**src/hdl/ptte_pkg.sv**
```systemverilog
// ----------------------------------------------------------------------------
// ptte_pkg
// Shared types, event codes and queue command format for the pointer to
// touch event translator.
// ----------------------------------------------------------------------------
package ptte_pkg;

  localparam int TYPE_W  = 5;
  localparam int CODE_W  = 10;
  localparam int VALUE_W = 32;
  localparam int ID_W    = 16;
  localparam int SEQ_W   = 3;

  // Tracking identifier wraps to 0 once it has reached this value
  localparam logic [ID_W-1:0] TRACK_ID_MAX = 16'hFFFF;

  // Default depth of the command queue between front and back
  localparam int QUEUE_DEPTH_DEF = 4;

  // Event types
  localparam logic [TYPE_W-1:0] EVT_SYN = 5'd0;
  localparam logic [TYPE_W-1:0] EVT_KEY = 5'd1;
  localparam logic [TYPE_W-1:0] EVT_ABS = 5'd3;

  // Axis codes
  localparam logic [CODE_W-1:0] CODE_ABS_X     = 10'd0;
  localparam logic [CODE_W-1:0] CODE_ABS_Y     = 10'd1;
  localparam logic [CODE_W-1:0] CODE_MT_SLOT   = 10'd47;
  localparam logic [CODE_W-1:0] CODE_MT_POS_X  = 10'd53;
  localparam logic [CODE_W-1:0] CODE_MT_POS_Y  = 10'd54;
  localparam logic [CODE_W-1:0] CODE_MT_TRACK  = 10'd57;

  // Button and key codes
  localparam logic [CODE_W-1:0] CODE_BTN_LEFT   = 10'd272;
  localparam logic [CODE_W-1:0] CODE_BTN_RIGHT  = 10'd273;
  localparam logic [CODE_W-1:0] CODE_BTN_MIDDLE = 10'd274;
  localparam logic [CODE_W-1:0] CODE_BTN_TOUCH  = 10'd330;
  localparam logic [CODE_W-1:0] CODE_GEAR_DOWN  = 10'd336;
  localparam logic [CODE_W-1:0] CODE_GEAR_UP    = 10'd337;
  localparam logic [CODE_W-1:0] CODE_KEY_BACK   = 10'd158;
  localparam logic [CODE_W-1:0] CODE_KEY_MENU   = 10'd139;
  localparam logic [CODE_W-1:0] CODE_KEY_UP     = 10'd103;
  localparam logic [CODE_W-1:0] CODE_KEY_DOWN   = 10'd108;

  localparam logic [VALUE_W-1:0] VAL_LIFTED = 32'hFFFF_FFFF;

  // Command kinds queued by the front
  typedef enum logic [1:0] {
    OP_FRAME_DOWN,  // full 8-event touch frame
    OP_FRAME_UP,    // 4-event lift frame
    OP_KEY,         // key with value, then sync
    OP_TAP          // key 1, sync, key 0, sync
  } op_t;

  // Last sequence step of each command
  localparam logic [SEQ_W-1:0] LAST_FRAME_DOWN = 3'd7;
  localparam logic [SEQ_W-1:0] LAST_FRAME_UP   = 3'd3;
  localparam logic [SEQ_W-1:0] LAST_KEY        = 3'd1;
  localparam logic [SEQ_W-1:0] LAST_TAP        = 3'd3;

  typedef struct packed {
    op_t               op;
    logic [CODE_W-1:0]  key_code;
    logic [VALUE_W-1:0] val_a;    // key value or X position
    logic [VALUE_W-1:0] val_b;    // Y position
    logic [ID_W-1:0]    id;
  } cmd_t;

  // Queue handshake toward the back end
  typedef struct packed {
    logic valid;
    cmd_t cmd;
  } q_head_t;

endpackage

```
**src/hdl/ptte_if.sv**
```systemverilog
// ----------------------------------------------------------------------------
// ptte_if
// Valid/ready channels for pointer events in and touch events out.
// ----------------------------------------------------------------------------
interface ptte_in_if import ptte_pkg::*; ();
  logic                      valid;
  logic                      ready;
  logic [TYPE_W-1:0]         kind;
  logic [CODE_W-1:0]         event_code;
  logic signed [VALUE_W-1:0] event_value;

  modport source (output valid, kind, event_code, event_value, input ready);
  modport sink   (input valid, kind, event_code, event_value, output ready);
endinterface

interface ptte_out_if import ptte_pkg::*; ();
  logic                      valid;
  logic                      ready;
  logic [TYPE_W-1:0]         out_type;
  logic [CODE_W-1:0]         out_code;
  logic signed [VALUE_W-1:0] out_value;
  logic                      last_of_run;

  modport source (output valid, out_type, out_code, out_value, last_of_run,
                  input ready);
  modport sink   (input valid, out_type, out_code, out_value, last_of_run,
                  output ready);
endinterface

```
**src/hdl/ptte_front.sv**
```systemverilog
// ----------------------------------------------------------------------------
// ptte_front
// Accepts pointer events, keeps touch state and queues one command per item
// that produces events.
// ----------------------------------------------------------------------------
module ptte_front import ptte_pkg::*; (
  input  logic         clk,
  input  logic         rst_n,
  ptte_in_if.sink      in_ch,
  input  logic         q_full,
  output logic         push,
  output cmd_t         push_cmd
);

  logic              touch_down_r, touch_down_nxt;
  logic [ID_W-1:0]   touch_id_r, touch_id_nxt;
  logic [VALUE_W-1:0] pos_x_r, pos_x_nxt;
  logic [VALUE_W-1:0] pos_y_r, pos_y_nxt;
  logic              accept;
  logic [VALUE_W-1:0] value_u;

  assign in_ch.ready = !q_full;
  assign accept      = in_ch.valid && !q_full;
  assign value_u     = VALUE_W'(in_ch.event_value);

  always_comb begin
    touch_down_nxt    = touch_down_r;
    touch_id_nxt      = touch_id_r;
    pos_x_nxt         = pos_x_r;
    pos_y_nxt         = pos_y_r;
    push              = 1'b0;
    push_cmd.op       = OP_KEY;
    push_cmd.key_code = in_ch.event_code;
    push_cmd.val_a    = value_u;
    push_cmd.val_b    = pos_y_r;
    push_cmd.id       = touch_id_r;
    if (accept) begin
      if (in_ch.kind == EVT_KEY) begin
        unique case (in_ch.event_code)
          CODE_BTN_LEFT: begin
            push = 1'b1;
            if (value_u != '0) begin
              touch_down_nxt = 1'b1;
              push_cmd.op    = OP_FRAME_DOWN;
              push_cmd.val_a = pos_x_r;
            end else begin
              touch_down_nxt = 1'b0;
              push_cmd.op    = OP_FRAME_UP;
              touch_id_nxt   = (touch_id_r >= TRACK_ID_MAX) ? '0 : touch_id_r + 1'b1;
            end
          end
          CODE_BTN_MIDDLE: begin
            push              = 1'b1;
            push_cmd.key_code = CODE_KEY_BACK;
          end
          CODE_BTN_RIGHT: begin
            push              = 1'b1;
            push_cmd.key_code = CODE_KEY_MENU;
          end
          CODE_GEAR_DOWN: begin
            push              = 1'b1;
            push_cmd.op       = OP_TAP;
            push_cmd.key_code = CODE_KEY_DOWN;
          end
          CODE_GEAR_UP: begin
            push              = 1'b1;
            push_cmd.op       = OP_TAP;
            push_cmd.key_code = CODE_KEY_UP;
          end
          default: ;
        endcase
      end else if (in_ch.kind == EVT_ABS) begin
        unique case (in_ch.event_code)
          CODE_ABS_X: begin
            pos_x_nxt      = value_u;
            push           = touch_down_r;
            push_cmd.op    = OP_FRAME_DOWN;
            push_cmd.val_a = value_u;
          end
          CODE_ABS_Y: begin
            pos_y_nxt      = value_u;
            push           = touch_down_r;
            push_cmd.op    = OP_FRAME_DOWN;
            push_cmd.val_a = pos_x_r;
            push_cmd.val_b = value_u;
          end
          default: ;
        endcase
      end
    end
  end

  always_ff @(posedge clk) begin
    if (!rst_n) begin
      touch_down_r <= 1'b0;
      touch_id_r   <= '0;
      pos_x_r      <= '0;
      pos_y_r      <= '0;
    end else begin
      touch_down_r <= touch_down_nxt;
      touch_id_r   <= touch_id_nxt;
      pos_x_r      <= pos_x_nxt;
      pos_y_r      <= pos_y_nxt;
    end
  end

endmodule

```
**src/hdl/ptte_queue.sv**
```systemverilog
// ----------------------------------------------------------------------------
// ptte_queue
// Small command FIFO between front and back.
// ----------------------------------------------------------------------------
module ptte_queue import ptte_pkg::*; #(
  parameter int DEPTH = QUEUE_DEPTH_DEF
) (
  input  logic    clk,
  input  logic    rst_n,
  input  logic    push,
  input  cmd_t    push_cmd,
  output logic    full,
  input  logic    pop,
  output q_head_t head
);

  localparam int PTR_W = (DEPTH > 1) ? $clog2(DEPTH) : 1;
  localparam int CNT_W = $clog2(DEPTH + 1);

  cmd_t             slot_r [DEPTH];
  logic [PTR_W-1:0] wr_ptr_r, rd_ptr_r;
  logic [CNT_W-1:0] cnt_r;
  logic             do_push, do_pop;

  assign full      = (cnt_r == CNT_W'(DEPTH));
  assign head.valid = (cnt_r != '0);
  assign head.cmd  = slot_r[rd_ptr_r];
  assign do_push   = push && !full;
  assign do_pop    = pop && head.valid;

  function automatic logic [PTR_W-1:0] ptr_inc(input logic [PTR_W-1:0] p);
    return (p == PTR_W'(DEPTH - 1)) ? '0 : p + 1'b1;
  endfunction

  always_ff @(posedge clk) begin
    if (do_push) slot_r[wr_ptr_r] <= push_cmd;
  end

  always_ff @(posedge clk) begin
    if (!rst_n) begin
      wr_ptr_r <= '0;
      rd_ptr_r <= '0;
      cnt_r    <= '0;
    end else begin
      if (do_push) wr_ptr_r <= ptr_inc(wr_ptr_r);
      if (do_pop)  rd_ptr_r <= ptr_inc(rd_ptr_r);
      if (do_push && !do_pop)      cnt_r <= cnt_r + 1'b1;
      else if (do_pop && !do_push) cnt_r <= cnt_r - 1'b1;
    end
  end

endmodule

```
**src/hdl/ptte_back.sv**
```systemverilog
// ----------------------------------------------------------------------------
// ptte_back
// Sequencer that expands one queued command into its run of touch events,
// one event per cycle while out_ch is not stalled, into a registered output stage.
// ----------------------------------------------------------------------------
module ptte_back import ptte_pkg::*; (
  input  logic      clk,
  input  logic      rst_n,
  input  q_head_t   head,
  output logic      pop,
  ptte_out_if.source out_ch
);

  cmd_t               cmd_r;
  logic               cmd_vld_r;
  logic [SEQ_W-1:0]   seq_r;
  logic               out_vld_r;
  logic [TYPE_W-1:0]  type_r, ev_type;
  logic [CODE_W-1:0]  code_r, ev_code;
  logic [VALUE_W-1:0] value_r, ev_value;
  logic               last_r, ev_last;
  logic               gen_fire;
  logic [SEQ_W-1:0]   last_seq;

  always_comb begin
    unique case (cmd_r.op)
      OP_FRAME_DOWN: last_seq = LAST_FRAME_DOWN;
      OP_FRAME_UP:   last_seq = LAST_FRAME_UP;
      OP_KEY:        last_seq = LAST_KEY;
      OP_TAP:        last_seq = LAST_TAP;
      default:       last_seq = LAST_KEY;
    endcase
  end

  // Event for the current command and step
  always_comb begin
    ev_type  = EVT_SYN;
    ev_code  = '0;
    ev_value = '0;
    ev_last  = (seq_r == last_seq);
    unique case (cmd_r.op)
      OP_FRAME_DOWN: begin
        case (seq_r)
          3'd0: begin ev_type = EVT_ABS; ev_code = CODE_MT_SLOT; end
          3'd1: begin
            ev_type  = EVT_ABS;
            ev_code  = CODE_MT_TRACK;
            ev_value = VALUE_W'(cmd_r.id);
          end
          3'd2: begin ev_type = EVT_ABS; ev_code = CODE_MT_POS_X; ev_value = cmd_r.val_a; end
          3'd3: begin ev_type = EVT_ABS; ev_code = CODE_MT_POS_Y; ev_value = cmd_r.val_b; end
          3'd4: begin ev_type = EVT_KEY; ev_code = CODE_BTN_TOUCH; ev_value = 32'd1; end
          3'd5: begin ev_type = EVT_ABS; ev_code = CODE_ABS_X; ev_value = cmd_r.val_a; end
          3'd6: begin ev_type = EVT_ABS; ev_code = CODE_ABS_Y; ev_value = cmd_r.val_b; end
          default: ;
        endcase
      end
      OP_FRAME_UP: begin
        case (seq_r)
          3'd0: begin ev_type = EVT_ABS; ev_code = CODE_MT_SLOT; end
          3'd1: begin ev_type = EVT_ABS; ev_code = CODE_MT_TRACK; ev_value = VAL_LIFTED; end
          3'd2: begin ev_type = EVT_KEY; ev_code = CODE_BTN_TOUCH; end
          default: ;
        endcase
      end
      OP_KEY: begin
        if (seq_r == 3'd0) begin
          ev_type  = EVT_KEY;
          ev_code  = cmd_r.key_code;
          ev_value = cmd_r.val_a;
        end
      end
      OP_TAP: begin
        // even steps carry the key, odd steps the sync
        if (!seq_r[0]) begin
          ev_type  = EVT_KEY;
          ev_code  = cmd_r.key_code;
          ev_value = (seq_r == 3'd0) ? 32'd1 : 32'd0;
        end
      end
      default: ;
    endcase
  end

  assign gen_fire = cmd_vld_r && (!out_vld_r || out_ch.ready);
  assign pop      = head.valid && (!cmd_vld_r || (gen_fire && ev_last));

  always_ff @(posedge clk) begin
    if (!rst_n) begin
      cmd_vld_r <= 1'b0;
      seq_r     <= '0;
      out_vld_r <= 1'b0;
    end else begin
      if (pop) begin
        cmd_vld_r <= 1'b1;
        seq_r     <= '0;
      end else if (gen_fire) begin
        cmd_vld_r <= !ev_last;
        seq_r     <= seq_r + 1'b1;
      end
      if (gen_fire)          out_vld_r <= 1'b1;
      else if (out_ch.ready) out_vld_r <= 1'b0;
    end
  end

  always_ff @(posedge clk) begin
    if (pop) cmd_r <= head.cmd;
    if (gen_fire) begin
      type_r  <= ev_type;
      code_r  <= ev_code;
      value_r <= ev_value;
      last_r  <= ev_last;
    end
  end

  assign out_ch.valid       = out_vld_r;
  assign out_ch.out_type    = type_r;
  assign out_ch.out_code    = code_r;
  assign out_ch.out_value   = value_r;
  assign out_ch.last_of_run = last_r;

endmodule

```
**src/hdl/pointer_to_touch_event_translator.sv**
```systemverilog
// ----------------------------------------------------------------------------
// pointer_to_touch_event_translator
// Turns pointer events into a single-slot multitouch event stream.
// ----------------------------------------------------------------------------
// Each accepted pointer item (type, code, signed value) yields a run of zero
// to eight touch events: a left press or an X/Y move while touching gives an
// 8-event frame, a left release gives a 4-event lift run, middle/right
// buttons give key + sync (2), gear buttons give a key tap pair (4), and
// anything else gives nothing. The front takes one item per cycle while the
// command queue (QUEUE_DEPTH entries) has room; the back sequencer emits one
// event per cycle while out_ch is not stalled. Items that produce nothing
// are not queued. The out_ch last_of_run flag marks the final event of each
// run. No clearing pass after reset; the block is ready on the first cycle
// after rst_n goes high.
// ----------------------------------------------------------------------------
module pointer_to_touch_event_translator import ptte_pkg::*; #(
  parameter int QUEUE_DEPTH = QUEUE_DEPTH_DEF
) (
  input  logic       clk,
  input  logic       rst_n,
  ptte_in_if.sink    in_ch,
  ptte_out_if.source out_ch
);

  // front -> queue
  logic    push;
  cmd_t    push_cmd;
  logic    q_full;

  // queue -> back
  q_head_t head;
  logic    pop;

  // Front: decode, touch state (down flag, id, last X/Y), snapshot into cmd
  ptte_front u_front (
    .clk      (clk),
    .rst_n    (rst_n),
    .in_ch    (in_ch),
    .q_full   (q_full),
    .push     (push),
    .push_cmd (push_cmd)
  );

  // Queue decouples input acceptance from event emission
  ptte_queue #(
    .DEPTH (QUEUE_DEPTH)
  ) u_queue (
    .clk      (clk),
    .rst_n    (rst_n),
    .push     (push),
    .push_cmd (push_cmd),
    .full     (q_full),
    .pop      (pop),
    .head     (head)
  );

  // Back: step through each command, one event per cycle while out_ch is not stalled
  ptte_back u_back (
    .clk    (clk),
    .rst_n  (rst_n),
    .head   (head),
    .pop    (pop),
    .out_ch (out_ch)
  );

endmodule

```
**src/flat_wrapper.sv**
```systemverilog
// flat-port wrapper written by rule: the top's interface ports become plain ports
module pointer_to_touch_event_translator_flat import ptte_pkg::*;
#(
  parameter int QUEUE_DEPTH = QUEUE_DEPTH_DEF
)
  (clk, rst_n, in_ch_valid, in_ch_kind, in_ch_event_code, in_ch_event_value, in_ch_ready, out_ch_valid, out_ch_out_type, out_ch_out_code, out_ch_out_value, out_ch_last_of_run, out_ch_ready);
  ptte_in_if in_ch_i ();
  ptte_out_if out_ch_i ();
  input  logic clk;
  input  logic rst_n;
  input wire logic [$bits(in_ch_i.valid)-1:0] in_ch_valid;
  input wire logic [$bits(in_ch_i.kind)-1:0] in_ch_kind;
  input wire logic [$bits(in_ch_i.event_code)-1:0] in_ch_event_code;
  input wire logic [$bits(in_ch_i.event_value)-1:0] in_ch_event_value;
  output wire logic [$bits(in_ch_i.ready)-1:0] in_ch_ready;
  output wire logic [$bits(out_ch_i.valid)-1:0] out_ch_valid;
  output wire logic [$bits(out_ch_i.out_type)-1:0] out_ch_out_type;
  output wire logic [$bits(out_ch_i.out_code)-1:0] out_ch_out_code;
  output wire logic [$bits(out_ch_i.out_value)-1:0] out_ch_out_value;
  output wire logic [$bits(out_ch_i.last_of_run)-1:0] out_ch_last_of_run;
  input wire logic [$bits(out_ch_i.ready)-1:0] out_ch_ready;
  assign in_ch_i.valid = in_ch_valid;
  assign in_ch_i.kind = in_ch_kind;
  assign in_ch_i.event_code = in_ch_event_code;
  assign in_ch_i.event_value = in_ch_event_value;
  assign in_ch_ready = in_ch_i.ready;
  assign out_ch_valid = out_ch_i.valid;
  assign out_ch_out_type = out_ch_i.out_type;
  assign out_ch_out_code = out_ch_i.out_code;
  assign out_ch_out_value = out_ch_i.out_value;
  assign out_ch_last_of_run = out_ch_i.last_of_run;
  assign out_ch_i.ready = out_ch_ready;
  pointer_to_touch_event_translator #(.QUEUE_DEPTH(QUEUE_DEPTH)) u_core (.clk(clk), .rst_n(rst_n), .in_ch(in_ch_i), .out_ch(out_ch_i));
endmodule
```
**config.mk**
```make
export PLATFORM = sky130hd
export DESIGN_NAME = pointer_to_touch_event_translator_flat
export DESIGN_NICKNAME = d
export VERILOG_FILES = /design/src/hdl/ptte_pkg.sv /design/src/hdl/ptte_if.sv /design/src/hdl/ptte_front.sv /design/src/hdl/ptte_queue.sv /design/src/hdl/ptte_back.sv /design/src/hdl/pointer_to_touch_event_translator.sv /design/src/flat_wrapper.sv
export SDC_FILE = /design/constraint.sdc
export NUM_CORES = 1
export LEC_CHECK = 0
export ABC_AREA = 1
export BUFFER_PORTS_ARGS = -buffer_cell sky130_fd_sc_hd__buf_2
export CAP_MARGIN = 5
export CORE_AREA = 8 8 311 192
export CTS_BUF_LIST = sky130_fd_sc_hd__clkbuf_4
export DETAILED_ROUTE_END_ITERATION = 7
export DIE_AREA = 0 0 319 200
export GPL_ROUTABILITY_DRIVEN = 0
export SLEW_MARGIN = 20
export SYNTH_ARGS = -nofsm -noshare
export SYNTH_HDL_FRONTEND = slang
export SYNTH_HIERARCHICAL = 1
export SYNTH_SLANG_ARGS = --single-unit
```
**constraint.sdc**
```tcl
create_clock -name clk -period 8.1 [get_ports clk]
set_input_delay 1.62 -clock clk [delete_from_list [all_inputs] [get_ports clk]]
set_output_delay 1.62 -clock clk [all_outputs]
set_load 0.01 [all_outputs]
```
==> metrics.md, run 1 <==
| Metric | Value |
|---|---|
| Status | finished clean |
| Die span in y | approximately 200 µm |
| Antenna Nets Post-Route | 0 |
| Number of synthesized flops with an enable pin | 505 |
| Min cycle time layout | roughly 4.3 ns |
| Leakage | roughly 10 nW |
| CTS tree | yes |
| Hold crit path type | reg -> reg |
| Critical path's most frequent cell | nand2_1 |
| First-pass GRT wire length | 95400 µm |
| Initial Util | around 44% |
| Slew HR | 31.0% |
| Crit path capture type | register |
| Syn Std Cell Area | around 25000 µm² |
| Post-place instance area | approximately 25000 µm² |
| HPWL Detailed | roughly 36000 µm |
| Post-route cell area | roughly 27000 µm² |
| Post-synthesis xor/xnor area fraction | less than 1% |
| CTS buffer count | roughly 140 |
| Post-synthesis simple-gate area fraction | around an eighth |
| Cells after Synth | about 2100 |
| Syn_area_per_cell | roughly 12 µm² |
| Crit-path cells | buf_2, inv_1, nand2_1, nor2_4, nand2_1, o21ai_0, nand2_1, nand3_1, nand2_1, nor2_4, buf_4, buf_4 |
| Slowest cell on crit path | buf_4 |
| CTS Sinks | 600 |
| Drt initial violations | around 1700 |
| Fin. Hold Viols | 0 |
| Layout cell share with drive strength beyond 1 | a little under a fifth |
| Setup violators final | 0 |
| Fillers | about 4900 |
| Startpoint type of the worst setup path | input port |
| Cell with the most instances after synthesis | edfxtp_1 |
| Clock Latency Late Sink | 0.85 ns |
| Vias in the first global route | approximately 16000 |
| H-tree levels | 4 |
| Worst IR drop on VDD | approximately 0.000095 V |
| Clock skew | roughly 0.077 ns |
| Yosys cell types | 46 |
| All-layer global routing usage | between 10% and 20% |
| Die span in x | 319 µm |
| Largest net degree at the start of global routing | around 110 |
| Hold-fix buffers, CTS | 0 |
| RSZ-0062 raised after global routing | no |
| Net count, final | 2315 |
| Synth Area in Compound Gates | 11.4% |
| Synth async-reset ratio | 0% |
| Average wire per standard cell | roughly 20 µm |
| Power density cells | ~220 nW/µm² |
| Most used DFF post-synth | edfxtp_1 |
| Reg2Reg Depth | 12 |
| Leading post-synthesis cells by cell area | edfxtp_1, dfxtp_1, nor2_1 |
| DRT Pass-1 Iters | 5 |
| Max-slew violations | 0 |
| Final period util | 52.6% |
| Drt total wl | 63300 µm |
| Least-Margin Pin Slew | 1.03 ns |
| Syn. warnings | 6 |
| Core Area | 55200 µm² |
| Initial antenna violation count | 1 |
| R2R Path Start | u_core/u_queue/cnt_r[0] |
| Area grow syn2layout | 11.2% |
| Cts repair resizes | 0 |
| Post-DR vias/cell | ~5.4 |
| Critical Path Sink | u_core/u_queue/slot_r[2][64] |
| Max Fanout on Critical Path | 56 |
| I/O pins | 101 |
| CTS Buffer Depth | 3 |
| Post-synthesis mux area share | 0% |
| Sequential cell area fraction in the yosys report | a little over two thirds |
| Worst EP required | 8.52 ns |
| Postcts setup bufs | 0 |
| Post-route non-filler standard cell count | approximately 3100 |
| # DRC | 0 |
| IO Port Bufs | between 90 and 100 |
| Area leader, netlist | edfxtp_1 |
| Max-cap check violation count | 0 |
| Synth Area in Adders | less than 1% |
| Critical path launch point | in_ch_event_code[6] |
| WS Path Type | in -> reg |
| Setup TNS Final | 0 ns |
| Max incr delay on CP | about 0.74 ns |
| Via count | 16600 |
| CP arrival | ~4.7 ns |
| Root Buffer | clkbuf_4 |
| Worst-path clk slew | about 0.07 ns |
| Top cells by count, synth | edfxtp_1, nor2_1, nand2_1 |
| Hold-critical path depth | 2 |
| Max frequency | around 230 MHz |
| Die footprint | 63800 µm² |
| Crit Reg-Reg Endpoint | u_core/u_queue/slot_r[2][64] |
| Seq cells post-synth | 600 |
| Share of the synthesized area in the top cell type | roughly three fifths |
| Main combinational cell family by area after synthesis | simple AND/OR/NAND/NOR gates |
| Placed Cells incl. Taps | roughly 2800 |
| GRT overflow | 0 |
| Row Count | 67 |
| Flop-to-flop setup slack | approximately 4.2 ns |
-- worst max-delay path, delay by kind of cell --
| kind | cells | cell delay (ns) |
|---|---|---|
| buf+inv | 4 | 1.60 |
| simple gates | 7 | 1.21 |
| compound gates | 1 | 0.19 |
-- routing by layer --
metal	part of all wire, %	wire, µm	track usage [%]
met5	0	0	0
met4	1.4	863	4.65
met3	9.7	6150	5.46
met2	42	26900	28.7
met1	46	29400	28.3
-- cell type report --
| class | count | area [µm²] | share of cell area, % |
|---|---|---|---|
| clock buffer | 221 | 1660 | 6.08 |
| sequential | 600 | 17100 | 62.6 |
| antenna | 1 | 2.50 | 0.00918 |
| multi-input combinational | 1238 | 6110 | 22.4 |
| timing repair buffer | 119 | 703 | 2.58 |
| clock inverter | 30 | 214 | 0.785 |
| tap | 724 | 906 | 3.32 |
| inverter | 154 | 601 | 2.20 |
-- worst min-delay path by stage --
stage                                   from                      endpoint  slack (ns)
2_1_floorplan    u_core/u_front/touch_down_r   u_core/u_front/touch_down_r        0.46
3_3_place_gp         u_core/u_back/cmd_vld_r       u_core/u_back/cmd_vld_r        0.48
3_5_place_dp      u_core/u_back/out_ch.valid    u_core/u_back/out_ch.valid        0.49
4_1_cts        u_core/u_front/touch_id_r[13]  u_core/u_queue/slot_r[0][13]        0.49
5_1_grt        u_core/u_front/touch_id_r[13]  u_core/u_queue/slot_r[0][13]        0.52
6_report          u_core/u_back/out_ch.valid    u_core/u_back/out_ch.valid        0.50
-- stage by stage --
stage               setup slack [ns]  util (%)  total power, mW  hold slack [ns]
finish                          3.84      49.4             5.89            0.501
global route                    3.69      49.4             6.10            0.516
CTS                             3.93      49.3             5.95            0.491
detailed placement              3.05      45.9             3.45            0.493
global placement                3.22      45.9             3.45            0.484
floorplan                       1.19         -             3.41            0.455
-- flip-flops by register name, indices dropped and copies added, names as in the netlist, 2 cells and up, named ones only --
register,cells
u_core/u_back/out_ch.out_value,32
u_core/u_queue/wr_ptr_r,2
u_core/u_front/pos_y_r,32
u_core/u_queue/slot_r,368
u_core/u_queue/rd_ptr_r,2
u_core/u_front/touch_id_r,16
u_core/u_queue/cnt_r,3
u_core/u_back/out_ch.out_type,2
u_core/u_back/seq_r,3
u_core/u_back/out_ch.out_code,10
u_core/u_front/pos_x_r,32
u_core/u_back/cmd_r,92
-- cell usage in the layout, fill, tap and decap left out, types with 3 or more instances in the layout --
cell,synthesis,layout
edfxtp_1,505,505
nor2_1,372,368
nand2_1,228,228
clkbuf_4,0,221
o21ai_0,171,171
inv_1,134,130
o21ai_1,104,104
buf_2,24,97
dfxtp_1,95,93
o22ai_1,92,92
a21oi_1,71,71
nor3_1,38,38
nand3_1,31,31
inv_2,16,22
a21oi_2,21,21
buf_4,24,19
clkinv_1,1,17
a22o_1,16,16
nand4_1,16,16
nand2_2,14,13
ha_1,12,12
nor2_4,7,11
and2_1,7,7
a22oi_2,6,6
nor2_2,6,6
clkinvlp_4,0,4
nand2_4,3,4
bufinv_16,0,3
o211ai_1,3,3
conb_1,1,3
nand3_2,3,3
-- where the power goes --
part	internal, mW	switching, mW	leakage, nW
Clock	1.33	1.17	1.11
Sequential	3.31	0.0000909	5.34
Combinational	0.0193	0.0563	3.84
-- logic make-up after synthesis --
| kind of cell | after synthesis |
|---|---|
| simple gates | 732 |
| flops | 600 |
| compound gates | 489 |
| buf+inv | 274 |
| fa+ha+maj | 13 |
| xor+xnor | 1 |
| other cells | 1 |
Power figures use the tool's default switching activity.
==> run 2: changes to the inputs <==
ABC_AREA = 0   (was 1)
CORE_AREA = 8 8 309 191   (was 8 8 311 192)
DIE_AREA = 0 0 317 199   (was 0 0 319 200)
clock period = 4.1 ns   (was 8.1 ns; I/O delays follow)
==> metrics.md, run 2 <==
| Metric | Value |
|---|---|
| Status | finished clean |
| Syn. warnings | 6 |
| Leading post-synthesis cells by cell area | edfxtp_1, mux4_2, dfxtp_1 |
| Share of the synthesized area in the top cell type | a little over three fifths |
| Finished Core Util | between 40 and 50% |
| Post-route cell area | roughly 27000 µm² |
| # DRC | 0 |
| Row Count | 67 |
| Average wire per standard cell | between 20 and 25 µm |
| RSZ-0062 raised after global routing | no |
| CTS tree | yes |
| Drt initial violations | 1434 |
| Root Buffer | clkbuf_4 |
| CTS Buffer Depth | 3 |
| Min cycle time layout | approximately 3.3 ns |
| CTS Sinks | 600 |
| Synth async-reset ratio | 0% |
| Syn_area_per_cell | roughly 17 µm² |
| I/O pins | a little over 100 |
| Number of synthesized flops with an enable pin | just over 500 |
| Worst IR drop on VDD | approximately 0.00029 V |
| Die footprint | between 60000 and 70000 µm² |
| Die span in x | ~320 µm |
| Clock skew | ~0.06 ns |
| Setup violators final | 0 |
| Max Fanout on Critical Path | 15 |
| Slew HR | approximately 29% |
| CP bufs+invs | 1 |
| Cell family with most CP delay | compound AO/OA/AOI/OAI gates |
| Max frequency | approximately 300 MHz |
| Drt total wl | about 59000 µm |
| Via count | around 14000 |
| Layout cell share with drive strength beyond 1 | 32.2% |
| Post-place instance area | roughly 25000 µm² |
| Sequential cell area fraction in the yosys report | 70.7% |
| Initial antenna violation count | 1 |
| Postcts setup bufs | 0 |
| Antenna Nets Post-Route | 0 |
| Multi-input logic area | 6540 µm² |
| Largest net degree at the start of global routing | 95 |
| Final period util | 81.0% |
| Initial Util | about 44% |
| Top Registers | u_core/u_queue/slot_r x368, u_core/u_back/cmd_r x92 |
| Leakage | approximately 8.9 nW |
| Area grow syn2layout | 13.4% |
| Hold-fix buffers, CTS | 0 |
| Yosys cell types | 68 |
| Post-DR vias/cell | between 5 and 6 |
| Cts repair resizes | 0 |
| Slowest cell on crit path | edfxtp_1 |
| Hold crit path type | in -> reg |
| Cell with the most instances after synthesis | edfxtp_1 |
| Met1 usage | between 20% and 30% |
| Core Area | about 55000 µm² |
| First-pass GRT wire length | between 80000 and 90000 µm |
| All-layer global routing usage | between 10% and 20% |
| Most used DFF post-synth | edfxtp_1 |
| Cells after Synth | approximately 1400 |
| M3 GR Usage | approximately 5.7% |
| Max-slew violations | 0 |
| HPWL Detailed | around 33000 µm |
| Syn Std Cell Area | 24100 µm² |
| Met2 Use GR | 26.8% |
| Power density cells | between 400 and 500 nW/µm² |
| Net count, final | between 1500 and 2000 |
| H-tree levels | 4 |
| CP arrival | between 4 and 5 ns |
| Largest Register | u_core/u_queue/slot_r |
| Area leader, netlist | edfxtp_1 |
| Pwr Total | 11.6 mW |
| GRT overflow | 0 |
| Max-cap check violation count | 0 |
| IO Port Bufs | 97 |
| WS Path Type | reg -> reg |
| Top cells by count, synth | edfxtp_1, dfxtp_1, mux4_2 |
| Max incr delay on CP | between 0.6 and 0.7 ns |
| Fin. Hold Viols | 0 |
| Commonest non-fill, non-tap cell in the layout | edfxtp_1 |
| Vias in the first global route | approximately 14000 |
| GRT busiest layer | met1 |
| DRT Pass-1 Iters | 7 |
| Least-Margin Pin Slew | around 1.1 ns |
| Crit path capture type | register |
| Die span in y | around 200 µm |
| Seq cells post-synth | 600 |
| Most used cells in the layout excluding fill and tap cells | edfxtp_1, clkbuf_4, buf_2 |
| Fillers | ~4600 |
| CTS buffer count | 140 |
| Largest register FFs | roughly 370 |
| Crit-path cells | and3b_1, o311ai_1, a21boi_4, o31ai_1, ha_1, inv_1, fa_1, xor2_1, or3_1, a21boi_0 |
| Seq. cell area | ~17000 µm² |
| Worst-path clk slew | around 0.080 ns |
| Worst EP required | between 4 and 5 ns |
| Clock Latency Late Sink | 0.86 ns |
| Startpoint type of the worst setup path | register |
run 2: cell count changes after synthesis, sizes merged, moves of 16 or more:
cell	change
o22ai	-60
and2	+34
mux4	+92
a21oi	-32
a222oi	+17
o21ai	-250
nor2b	+39
buf	-23
inv	-137
mux2i	+38
mux2	+64
nor3	-16
nand2	-208
nor2	-359
run 2: area by class of cell:
class	instances	area share, %
multi-input cells	688	23.9
well taps	724	3.31
flip-flops and latches	600	62.4
inverters	17	0.233
diodes	1	0.00914
clock buffers	213	5.84
clock inverters	46	0.978
repair buffers	137	3.33
run 2: metrics by stage:
stage	TNS [ns]	std cells	setup WS, ns	hold slack (ns)
CTS	0	2425	0.822	0.117
floorplan	-0.489	1399	-0.273	0.468
detailed placement	0	2166	0.455	0.496
global route	0	2426	0.665	0.121
global placement	0	2166	0.584	0.491
finish	0	2426	0.780	0.200
run 2: worst paths after layout:
kind / from / endpoint / slack, ns / cells past startpoint
worst max-delay path: u_core/u_back/cmd_r[90] / u_core/u_queue/cnt_r[2] / 0.78 / 10
worst min-delay path: in_ch_event_code[9] / u_core/u_queue/slot_r[2][89] / 0.20 / 1
worst min register to register: u_core/u_queue/wr_ptr_r[0] / u_core/u_queue/wr_ptr_r[0] / 0.51 / 2
worst max register to register: u_core/u_back/cmd_r[90] / u_core/u_queue/cnt_r[2] / 0.78 / 10
run 2: per-layer routing:
layer / routed length, µm / up-vias / share of wire (%)
met4: 874 / 0 / 1.5
met3: 5450 / 82 / 9.3
met1: 26700 / 6963 / 46
met5: 0 / - / 0
met2: 25500 / 621 / 44
li1: - / 6085 / -
run 2: cell families after synthesis:
kind of cell               share of synthesized area, %
adders and majority gates                         0.705
other                                            0.0155
DFF                                                70.7
muxes                                              13.6
buffers and inverters                              2.43
xor gates and xnor gates                          0.218
and+or+nand+nor                                    5.88
AOI/OAI and AO/OA                                  6.46
run 2: report_power, final:
part / switching [mW] / internal (mW)
registers: 0.000285 / 6.54
logic: 0.0884 / 0.0497
clock network: 2.40 / 2.52
